**src/rtl/spdq_pkg.sv**
```systemverilog
`default_nettype none
// ----------------------------------------------------------------------------
// spdq_pkg: shared types and constants of the switch press duration qualifier
// Press type codes, status codes, register indexes, field widths and defaults.
// ----------------------------------------------------------------------------
package spdq_pkg;

   // Switch map slots held by the pin and type maps
   localparam int MapSlots     = 8;
   localparam int PinNumWidth  = 5;
   localparam int KindWidth    = 3;
   localparam int IndexWidth   = 3;
   localparam int PinsWidth    = 32;
   localparam int LevelsWidth  = 8;
   localparam int TicksWidth   = 16;
   localparam int CsrIdxWidth  = 3;
   localparam int CsrDataWidth = 40;

   localparam int DefaultNumSwitches = 8;
   localparam int DefaultTimeWidth   = 32;

   // Register reset values
   localparam logic [PinsWidth-1:0]              ValidPinMaskRst   = '1;
   localparam logic [MapSlots*PinNumWidth-1:0]   SwitchPinMapRst   = '0;
   localparam logic [MapSlots*KindWidth-1:0]     SwitchTypeMapRst  = '0;
   localparam logic [TicksWidth-1:0]             NormalMinTicksRst = 16'd5;
   localparam logic [TicksWidth-1:0]             NormalMaxTicksRst = 16'd100;
   localparam logic [TicksWidth-1:0]             EdgeMinTicksRst   = 16'd5;

   typedef enum logic [KindWidth-1:0] {
      KIND_NONE      = 3'd0,
      KIND_NORMAL    = 3'd1,
      KIND_LONG      = 3'd2,
      KIND_EDGE_LONG = 3'd3,
      KIND_EDGE      = 3'd4
   } press_kind_type;

   typedef enum logic [1:0] {
      STATUS_NONE     = 2'd0,
      STATUS_PRESS    = 2'd1,
      STATUS_NO_MATCH = 2'd2
   } status_type;

   typedef enum logic [CsrIdxWidth-1:0] {
      CSR_VALID_PIN_MASK   = 3'd0,
      CSR_SWITCH_PIN_MAP   = 3'd1,
      CSR_SWITCH_TYPE_MAP  = 3'd2,
      CSR_NORMAL_MIN_TICKS = 3'd3,
      CSR_NORMAL_MAX_TICKS = 3'd4,
      CSR_EDGE_MIN_TICKS   = 3'd5
   } csr_index_type;

   // Item kind carried on the request tuser
   localparam logic MODE_TICK      = 1'b0;
   localparam logic MODE_INTERRUPT = 1'b1;

endpackage : spdq_pkg
`default_nettype wire

```
**src/rtl/switch_press_duration_qualifier_unit.sv**
```systemverilog
`default_nettype none
// ----------------------------------------------------------------------------
// switch_press_duration_qualifier_unit: membrane switch press qualifier
// Qualifies switch presses by duration from tick and pin interrupt items.
// ----------------------------------------------------------------------------
// Usage:
//   req_*  stream input. tuser is the item kind (tick or pin interrupt),
//          tdata carries the interrupting pins and the switch level sample.
//   rsp_*  stream output, exactly one transfer per accepted input item.
//          tuser is the status, tdata the switch index and press kind.
//   csr_*  register write channel, always ready. Write only while idle.
// Pipeline: the accept edge reads the start-time memory and loads the execute
//   stage; the execute stage then executes the item and registers the result
//   in the result register (see Stall).
// Throughput: one item per cycle while rsp_tready is high. The start-time memory
//   is read on the accept edge and written on the execute edge; a write to the
//   entry the next item just read is forwarded from a bypass register.
// Reset: time counter, pending bits and tracker clear, registers take their
//   defaults; start-time memory is not cleared (an entry is only read while
//   its pending bit is set, which implies it was written).
// Stall: while rsp_tready is low the result register holds, the execute stage
//   holds its item, and req_tready drops while the execute stage holds an
//   item that cannot advance.
// ----------------------------------------------------------------------------
module switch_press_duration_qualifier_unit #(
   parameter int NUM_SWITCHES = spdq_pkg::DefaultNumSwitches,
   parameter int TIME_WIDTH   = spdq_pkg::DefaultTimeWidth
) (
   input  wire logic clock,
   input  wire logic reset,
   // request stream
   input  wire logic req_tvalid,
   output logic req_tready,
   input  wire logic [39:0] req_tdata, // [31:0] pins, [39:32] switch_levels
   input  wire logic req_tuser,        // [0] mode
   // result stream
   output logic rsp_tvalid,
   input  wire logic rsp_tready,
   output logic [7:0] rsp_tdata,       // [2:0] switch_index, [5:3] press_kind, [7:6] zero
   output logic [1:0] rsp_tuser,       // [1:0] status
   // register writes
   input  wire logic csr_valid,
   output logic csr_ready,
   input  wire logic [spdq_pkg::CsrIdxWidth-1:0] csr_index,
   input  wire logic [spdq_pkg::CsrDataWidth-1:0] csr_data
);

   // Only the first eight switches can be described by the maps
   localparam int ActiveCount = (NUM_SWITCHES > spdq_pkg::MapSlots) ?
                                spdq_pkg::MapSlots : NUM_SWITCHES;
   localparam int AddrW       = (ActiveCount > 1) ? $clog2(ActiveCount) : 1;
   localparam int PinW        = spdq_pkg::PinNumWidth;
   localparam int KindW       = spdq_pkg::KindWidth;

   // ------------------------------------------------------------------
   // Configuration registers
   // ------------------------------------------------------------------
   logic [spdq_pkg::PinsWidth-1:0]                 valid_pin_mask_ff;
   logic [spdq_pkg::MapSlots*PinW-1:0]             switch_pin_map_ff;
   logic [spdq_pkg::MapSlots*KindW-1:0]            switch_type_map_ff;
   logic [spdq_pkg::TicksWidth-1:0]                normal_min_ticks_ff;
   logic [spdq_pkg::TicksWidth-1:0]                normal_max_ticks_ff;
   logic [spdq_pkg::TicksWidth-1:0]                edge_min_ticks_ff;

   assign csr_ready = 1'b1;

   // Take every transfer; an index past the register list is dropped
   always_ff @(posedge clock) begin
      if (reset) begin
         valid_pin_mask_ff   <= spdq_pkg::ValidPinMaskRst;
         switch_pin_map_ff   <= spdq_pkg::SwitchPinMapRst;
         switch_type_map_ff  <= spdq_pkg::SwitchTypeMapRst;
         normal_min_ticks_ff <= spdq_pkg::NormalMinTicksRst;
         normal_max_ticks_ff <= spdq_pkg::NormalMaxTicksRst;
         edge_min_ticks_ff   <= spdq_pkg::EdgeMinTicksRst;
      end else if (csr_valid && csr_ready) begin
         case (spdq_pkg::csr_index_type'(csr_index))
            spdq_pkg::CSR_VALID_PIN_MASK: begin
               valid_pin_mask_ff <= csr_data[spdq_pkg::PinsWidth-1:0];
            end
            spdq_pkg::CSR_SWITCH_PIN_MAP: begin
               switch_pin_map_ff <= csr_data[spdq_pkg::MapSlots*PinW-1:0];
            end
            spdq_pkg::CSR_SWITCH_TYPE_MAP: begin
               switch_type_map_ff <= csr_data[spdq_pkg::MapSlots*KindW-1:0];
            end
            spdq_pkg::CSR_NORMAL_MIN_TICKS: begin
               normal_min_ticks_ff <= csr_data[spdq_pkg::TicksWidth-1:0];
            end
            spdq_pkg::CSR_NORMAL_MAX_TICKS: begin
               normal_max_ticks_ff <= csr_data[spdq_pkg::TicksWidth-1:0];
            end
            spdq_pkg::CSR_EDGE_MIN_TICKS: begin
               edge_min_ticks_ff <= csr_data[spdq_pkg::TicksWidth-1:0];
            end
            default: begin
            end
         endcase
      end
   end

   // ------------------------------------------------------------------
   // Lookup stage: mask the pins and find the first matching switch
   // ------------------------------------------------------------------
   logic                              req_xfer;
   logic [spdq_pkg::PinsWidth-1:0]    masked_pins;
   logic                              lookup_hit;
   logic [AddrW-1:0]                  lookup_idx;

   assign req_xfer    = req_tvalid && req_tready;
   assign masked_pins = req_tdata[spdq_pkg::PinsWidth-1:0] & valid_pin_mask_ff;

   // Priority search: the lowest switch whose one-hot pin equals the mask wins
   always_comb begin
      lookup_hit = 1'b0;
      lookup_idx = '0;
      for (int i = 0; i < ActiveCount; i++) begin
         if (!lookup_hit &&
             (masked_pins == (spdq_pkg::PinsWidth'(1) << switch_pin_map_ff[i*PinW +: PinW])))
         begin
            lookup_hit = 1'b1;
            lookup_idx = AddrW'(i);
         end
      end
   end

   // ------------------------------------------------------------------
   // Start-time memory, read on accept, written on execute
   // ------------------------------------------------------------------
   logic [TIME_WIDTH-1:0]  start_mem [ActiveCount];
   logic [TIME_WIDTH-1:0]  start_rd_ff;
   logic                   mem_we;
   logic [AddrW-1:0]       mem_waddr;
   logic [TIME_WIDTH-1:0]  mem_wdata;

   always_ff @(posedge clock) begin
      if (mem_we) begin
         start_mem[mem_waddr] <= mem_wdata;
      end
      if (req_xfer) begin
         start_rd_ff <= start_mem[lookup_idx];
      end
   end

   // ------------------------------------------------------------------
   // Execute stage registers
   // ------------------------------------------------------------------
   logic                              ex_valid_ff, ex_valid_in;
   logic                              ex_mode_ff;
   logic [spdq_pkg::LevelsWidth-1:0]  ex_levels_ff;
   logic                              ex_hit_ff;
   logic [AddrW-1:0]                  ex_idx_ff;

   // Bypass of the last memory write, for an item read on the same edge
   logic                              fwd_valid_ff;
   logic [AddrW-1:0]                  fwd_idx_ff;
   logic [TIME_WIDTH-1:0]             fwd_data_ff;

   // Block state kept in flops
   logic [TIME_WIDTH-1:0]             time_now_ff, time_now_in;
   logic [ActiveCount-1:0]            pending_ff, pending_in;
   logic                              trk_busy_ff, trk_busy_in;
   logic [AddrW-1:0]                  trk_idx_ff, trk_idx_in;
   logic [TIME_WIDTH-1:0]             trk_start_ff, trk_start_in;

   // Result register
   logic                              rsp_valid_ff, rsp_valid_in;
   spdq_pkg::status_type              rsp_status_ff, rsp_status_in;
   logic [spdq_pkg::IndexWidth-1:0]   rsp_idx_ff, rsp_idx_in;
   logic [KindW-1:0]                  rsp_kind_ff, rsp_kind_in;

   logic                              ex_commit;
   logic [TIME_WIDTH-1:0]             start_eff;
   logic [TIME_WIDTH-1:0]             time_tick;
   logic [TIME_WIDTH-1:0]             trk_elapsed;
   logic [TIME_WIDTH-1:0]             press_elapsed;
   logic [KindW-1:0]                  ex_kind;
   logic [KindW-1:0]                  trk_kind;

   // Advance the execute stage when the result register is free or draining
   assign ex_commit  = ex_valid_ff && (!rsp_valid_ff || rsp_tready);
   assign req_tready = !ex_valid_ff || ex_commit;

   assign start_eff     = (fwd_valid_ff && (fwd_idx_ff == ex_idx_ff)) ? fwd_data_ff
                                                                       : start_rd_ff;
   assign time_tick     = time_now_ff + TIME_WIDTH'(1);
   assign trk_elapsed   = time_tick - trk_start_ff;
   assign press_elapsed = time_now_ff - start_eff;
   assign ex_kind       = switch_type_map_ff[KindW*int'(ex_idx_ff) +: KindW];
   assign trk_kind      = switch_type_map_ff[KindW*int'(trk_idx_ff) +: KindW];

   always_comb begin
      ex_valid_in   = ex_valid_ff;
      time_now_in   = time_now_ff;
      pending_in    = pending_ff;
      trk_busy_in   = trk_busy_ff;
      trk_idx_in    = trk_idx_ff;
      trk_start_in  = trk_start_ff;
      rsp_valid_in  = rsp_valid_ff;
      rsp_status_in = spdq_pkg::STATUS_NONE;
      rsp_idx_in    = '0;
      rsp_kind_in   = '0;
      mem_we        = 1'b0;
      mem_waddr     = ex_idx_ff;
      mem_wdata     = time_now_ff;

      // Drop the result once it has been taken
      if (rsp_valid_ff && rsp_tready) begin
         rsp_valid_in = 1'b0;
      end

      if (ex_commit) begin
         rsp_valid_in = 1'b1;
         ex_valid_in  = 1'b0;
         if (ex_mode_ff == spdq_pkg::MODE_TICK) begin
            time_now_in = time_tick;
            if (trk_busy_ff) begin
               if (trk_elapsed > TIME_WIDTH'(edge_min_ticks_ff)) begin
                  // Held long enough: report the tracked switch
                  rsp_status_in = spdq_pkg::STATUS_PRESS;
                  rsp_idx_in    = spdq_pkg::IndexWidth'(trk_idx_ff);
                  rsp_kind_in   = trk_kind;
                  trk_busy_in   = 1'b0;
               end else if (!ex_levels_ff[trk_idx_ff]) begin
                  // Released early: stop silently
                  trk_busy_in = 1'b0;
               end
            end
         end else if (!ex_hit_ff) begin
            rsp_status_in = spdq_pkg::STATUS_NO_MATCH;
         end else begin
            case (spdq_pkg::press_kind_type'(ex_kind))
               spdq_pkg::KIND_NORMAL: begin
                  if (!pending_ff[ex_idx_ff]) begin
                     // First interrupt: open an attempt at the current time
                     pending_in[ex_idx_ff] = 1'b1;
                     mem_we                = 1'b1;
                  end else if (press_elapsed > TIME_WIDTH'(normal_max_ticks_ff)) begin
                     pending_in[ex_idx_ff] = 1'b0;
                  end else if (press_elapsed > TIME_WIDTH'(normal_min_ticks_ff)) begin
                     pending_in[ex_idx_ff] = 1'b0;
                     rsp_status_in         = spdq_pkg::STATUS_PRESS;
                     rsp_idx_in            = spdq_pkg::IndexWidth'(ex_idx_ff);
                     rsp_kind_in           = ex_kind;
                  end
               end
               spdq_pkg::KIND_EDGE_LONG,
               spdq_pkg::KIND_EDGE: begin
                  // Restart the tracker on this switch
                  trk_busy_in  = 1'b1;
                  trk_idx_in   = ex_idx_ff;
                  trk_start_in = time_now_ff;
               end
               default: begin
               end
            endcase
         end
      end

      if (req_xfer) begin
         ex_valid_in = 1'b1;
      end
   end

   // Control state
   always_ff @(posedge clock) begin
      if (reset) begin
         ex_valid_ff   <= 1'b0;
         time_now_ff   <= '0;
         pending_ff    <= '0;
         trk_busy_ff   <= 1'b0;
         trk_idx_ff    <= '0;
         trk_start_ff  <= '0;
         rsp_valid_ff  <= 1'b0;
         fwd_valid_ff  <= 1'b0;
      end else begin
         ex_valid_ff   <= ex_valid_in;
         time_now_ff   <= time_now_in;
         pending_ff    <= pending_in;
         trk_busy_ff   <= trk_busy_in;
         trk_idx_ff    <= trk_idx_in;
         trk_start_ff  <= trk_start_in;
         rsp_valid_ff  <= rsp_valid_in;
         if (ex_commit) begin
            fwd_valid_ff <= mem_we;
         end
      end
   end

   // Payload registers
   always_ff @(posedge clock) begin
      if (req_xfer) begin
         ex_mode_ff   <= req_tuser;
         ex_levels_ff <= req_tdata[39:32];
         ex_hit_ff    <= lookup_hit;
         ex_idx_ff    <= lookup_idx;
      end
      if (ex_commit) begin
         fwd_idx_ff    <= mem_waddr;
         fwd_data_ff   <= mem_wdata;
         rsp_status_ff <= rsp_status_in;
         rsp_idx_ff    <= rsp_idx_in;
         rsp_kind_ff   <= rsp_kind_in;
      end
   end

   assign rsp_tvalid = rsp_valid_ff;
   assign rsp_tuser  = rsp_status_ff;
   assign rsp_tdata  = {2'b00, rsp_kind_ff, rsp_idx_ff};

`ifndef SYNTHESIS
   // A result that is not a press carries no switch and no kind
   a_idle_payload_zero: assert property (@(posedge clock) disable iff (reset)
      (rsp_valid_ff && (rsp_status_ff != spdq_pkg::STATUS_PRESS)) |->
      (rsp_idx_ff == '0 && rsp_kind_ff == '0))
      else $error("non-press result carries a switch or kind");

   // A committed tick advances the time counter by exactly one
   a_tick_advance: assert property (@(posedge clock) disable iff (reset)
      (ex_commit && ex_mode_ff == spdq_pkg::MODE_TICK) |=>
      (time_now_ff == $past(time_now_ff) + TIME_WIDTH'(1)))
      else $error("tick did not advance time");

   // Time holds unless an item executes
   a_time_hold: assert property (@(posedge clock) disable iff (reset)
      !ex_commit |=> $stable(time_now_ff))
      else $error("time changed without an executed item");

   // A stalled execute stage blocks new input
   a_stall_blocks: assert property (@(posedge clock) disable iff (reset)
      (ex_valid_ff && rsp_valid_ff && !rsp_tready) |-> !req_tready)
      else $error("input accepted while execute stage stalled");
`endif

endmodule : switch_press_duration_qualifier_unit
`default_nettype wire
```
**config.mk**
```make
export PLATFORM = sky130hd
export DESIGN_NAME = switch_press_duration_qualifier_unit
export DESIGN_NICKNAME = d
export VERILOG_FILES = /design/src/rtl/spdq_pkg.sv /design/src/rtl/switch_press_duration_qualifier_unit.sv
export SDC_FILE = /design/constraint.sdc
export NUM_CORES = 2
export LEC_CHECK = 0
export BUFFER_PORTS_ARGS = -buffer_cell sky130_fd_sc_hd__buf_2
export CORE_UTILIZATION = 43
export CTS_CLUSTER_DIAMETER = 120
export CTS_CLUSTER_SIZE = 14
export DETAILED_ROUTE_END_ITERATION = 10
export GPL_ROUTABILITY_DRIVEN = 0
export HOLD_SLACK_MARGIN = 0.05
export PLACE_DENSITY = 0.65
export SYNTH_ARGS = -nofsm -noshare
export SYNTH_HDL_FRONTEND = slang
export SYNTH_SLANG_ARGS = --single-unit
```
**constraint.sdc**
```tcl
create_clock -name clock -period 13.7 [get_ports clock]
set_clock_uncertainty 0.05 [all_clocks]
set_input_delay 1.37 -clock clock [delete_from_list [all_inputs] [get_ports clock]]
set_output_delay 1.37 -clock clock [all_outputs]
set_load 0.01 [all_outputs]
```
==> flow_summary.ini <==
[placed_design]
hpwl_um = 75200
io_buffers = 98

[logic_synthesis]
synth_area_per_cell_um2 = 9.25
async_flop_share = 0
synth_edf_count = 344
ys_seq_elements = 567
yosysSeqAreaShare = 0.424
synth_cell_types = 97
syn_inst = 3772
syn_area_mm2 = 0.0349
synth-main-ff-cell = edfxtp_1
ys.warnings.count = 0

[power]
power.density_mw_per_mm2 = 92.1
ir_worst_vdd_uv = 112
p_leak_uw = 0.0131

[routing]
vias = 29900
routed_wl_um = 112000
firstDrtPassIters = 9
drtIter0Drc = 3783
avgViaCountPerCell = 6.26
drcViolationCount = 0
wl_per_cell_um = 23.4
ant_nets = 0

[timing]
finalCriticalPeriod_ps = 7130
slew_headroom = 0.0974
rsz0062_at_grt = false
slew_viol_final = 0
period_share = 0.520
fmax_mhz = 140
fin_setup_tns_ps = 0
tightest_slew_ps = 1340
hold_viol_final = 0
finalSetupViolCount = 0

[critical_path]
start_kind = flip-flop
critPathKind = reg -> reg
endpoint_kind = flip-flop
worst-path-buf-inv = 1
path_cells = xnor2_1 > nand4_1 > buf_4 > mux2i_1 > ha_1 > nor2b_1 > o2111a_1 > o21ai_1 > o211ai_1 > a311oi_1 > xnor2_1 > ha_1 > nand4_1 > a2111oi_0 > a211oi_1 > a21oi_1 > nor4_1 > nand2_1 > nor4b_1 > nor4b_1 > nand2_1 > a211oi_1
arrival_ps = 7590
slowest_stage = edfxtp_1
crit_family = simple AND/OR/NAND/NOR gates
cp.required_ps = 14160
cp_slowest_stage_delay_ps = 940
crit_fanout = 32

[clock_tree]
htree_levels = 2
clkLatencyLatePin_ps = 600
cts_inserted_buffers = 46
holdBufCountCts = 0
numClockSinks = 567
post_cts.repair.setup_buffers = 0
cts_max_path_buffers = 3
clkTransAtPathRegs_ps = 70
cts_tree = yes
cts_root_buf = clkbuf_16
post_cts_resized = 0

[global_routing]
globalRouteMet3Util = 0.0586
met1_usage = 0.364
antenna_found_initial = 1
use_met2 = 0.411
first_global_vias = 27400
grt_max_degree = 127
grt_busiest_layer = met2
gr-total-overflow = 0
grt_use_total = 0.265
grt_first_pass_wirelength_um = 168000

[final_layout]
diodes = 0
drive_gt1_frac = 0.0792
syn_to_final_growth_pct = 7.01
fin_nets = 3891
final_cell_mix = nand2_1, edfxtp_1, mux2i_1
fillers = 7628
layout_commonest_cell = nand2_1
utilization = 0.464

[floorplan]
dieArea_mm2 = 0.0822
row_count = 104
initial_utilization = 0.434
boundaryPins = 102
fp.dieW_um = 287
die_h_um = 287
coreArea_mm2 = 0.0804

[hold_path]
worstHoldPathType = reg -> reg

[flow_run]
cap_violations = 0

[status]
status = completed
-- cell type report --
class                   count  area [µm²]  share of cell area
multi-input cells        2808       18600               0.498
clock buffers              67        1250              0.0335
well taps                1060        1330              0.0355
inverters                 119         447              0.0120
repair buffers            147         877              0.0235
flip-flops and latches    567       14800               0.396
clock inverters             3        37.5             0.00101
-- flip-flops by register name, indices dropped and copies added, names as in the netlist, 3 cells and up, named ones only --
name                 count
start_mem              256
switch_pin_map_ff       40
fwd_data_ff             32
mem_wdata               32
start_rd_ff             32
trk_start_ff            32
valid_pin_mask_ff       32
switch_type_map_ff      24
edge_min_ticks_ff       16
normal_max_ticks_ff     16
normal_min_ticks_ff     16
ex_levels_ff             8
ex_idx_ff                3
fwd_idx_ff               3
rsp_idx_ff               3
rsp_kind_ff              3
trk_idx_ff               3
-- final timing paths --
check / slack [ps] / endpoint / cells after the start / from
setup / recovery: 6570 / flip-flop / 22 / ex_idx_ff[1]
hold / removal: 410 / edge_min_ticks_ff[6] / 2 / edge_min_ticks_ff[6]
setup reg to reg: 6570 / flip-flop / 22 / ex_idx_ff[1]
hold reg to reg: 410 / edge_min_ticks_ff[6] / 2 / edge_min_ticks_ff[6]
-- routing by layer --
metal  wire (µm)  vias to the layer above
met1       47000                    14300
li1            -                    13800
met5           0                        -
met4        3980                        0
met2       49000                     1576
met3       11800                      255
-- Yosys cell counts (all sizes together), types with 13 or more instances --
| cell | number | area [µm²] |
|---|---|---|
| a211oi | 28 | 210 |
| a21o | 46 | 345 |
| a21oi | 283 | 1430 |
| a221oi | 13 | 114 |
| a22oi | 14 | 105 |
| a31oi | 49 | 307 |
| and2 | 47 | 294 |
| and3 | 43 | 269 |
| and3b | 15 | 131 |
| and4 | 14 | 123 |
| buf | 61 | 325 |
| clkbuf | 218 | 818 |
| dfxtp | 223 | 4460 |
| edfxtp | 344 | 10300 |
| ha | 111 | 1390 |
| inv | 118 | 443 |
| mux2 | 37 | 420 |
| mux2i | 284 | 2840 |
| nand2 | 482 | 1810 |
| nand2b | 39 | 244 |
| nand3 | 134 | 671 |
| nand3b | 27 | 203 |
| nand4 | 86 | 538 |
| nor2 | 213 | 800 |
| nor2b | 39 | 244 |
| nor3 | 94 | 470 |
| nor3b | 26 | 200 |
| nor4 | 49 | 313 |
| nor4b | 18 | 158 |
| o211ai | 28 | 210 |
| o21a | 15 | 113 |
| o21ai | 142 | 711 |
| o21bai | 15 | 113 |
| o22ai | 20 | 131 |
| o31ai | 18 | 135 |
| or3 | 29 | 181 |
| or4 | 18 | 139 |
| xnor2 | 62 | 543 |
| xor2 | 50 | 438 |
-- report_power, final --
part / leakage [µW] / internal, µW / switching (µW)
Clock: 0.000622 / 632 / 607
Combinational: 0.00794 / 108 / 245
Sequential: 0.00459 / 1820 / 31.3
Total: 0.0131 / 2560 / 883
-- tightest hold or removal path, delay by kind of cell, from the launching register on --
kind / cells / cell delay (ps)
flip-flops: 1 / 310
AND/OR/NAND/NOR: 1 / 50
AO/OA/AOI/OAI: 1 / 50
-- per-stage QoR --
stage | setup WS (ps) | cells | hold WS, ps | power, µW | instance area (µm²)
2_1_floorplan | 7530 | 3773 | 374 | 2080 | 34900
3_3_place_gp | 6690 | 4701 | 394 | 2220 | 36000
3_5_place_dp | 6700 | 4701 | 397 | 2220 | 36000
4_1_cts | 6700 | 4771 | 406 | 3440 | 37300
5_1_grt | 6060 | 4771 | 422 | 3530 | 37300
6_report | 6570 | 4771 | 407 | 3440 | 37300
-- cell families after synthesis --
family	share of synthesized area
AND/OR/NAND/NOR	0.209
AO/OA/AOI/OAI	0.150
flip-flops	0.424
buffers and inverters	0.0456
multiplexers	0.101
adder cells (fa/ha/maj)	0.0410
XOR/XNOR	0.0281
other	0.000215
(Power assumes the default switching activity.)
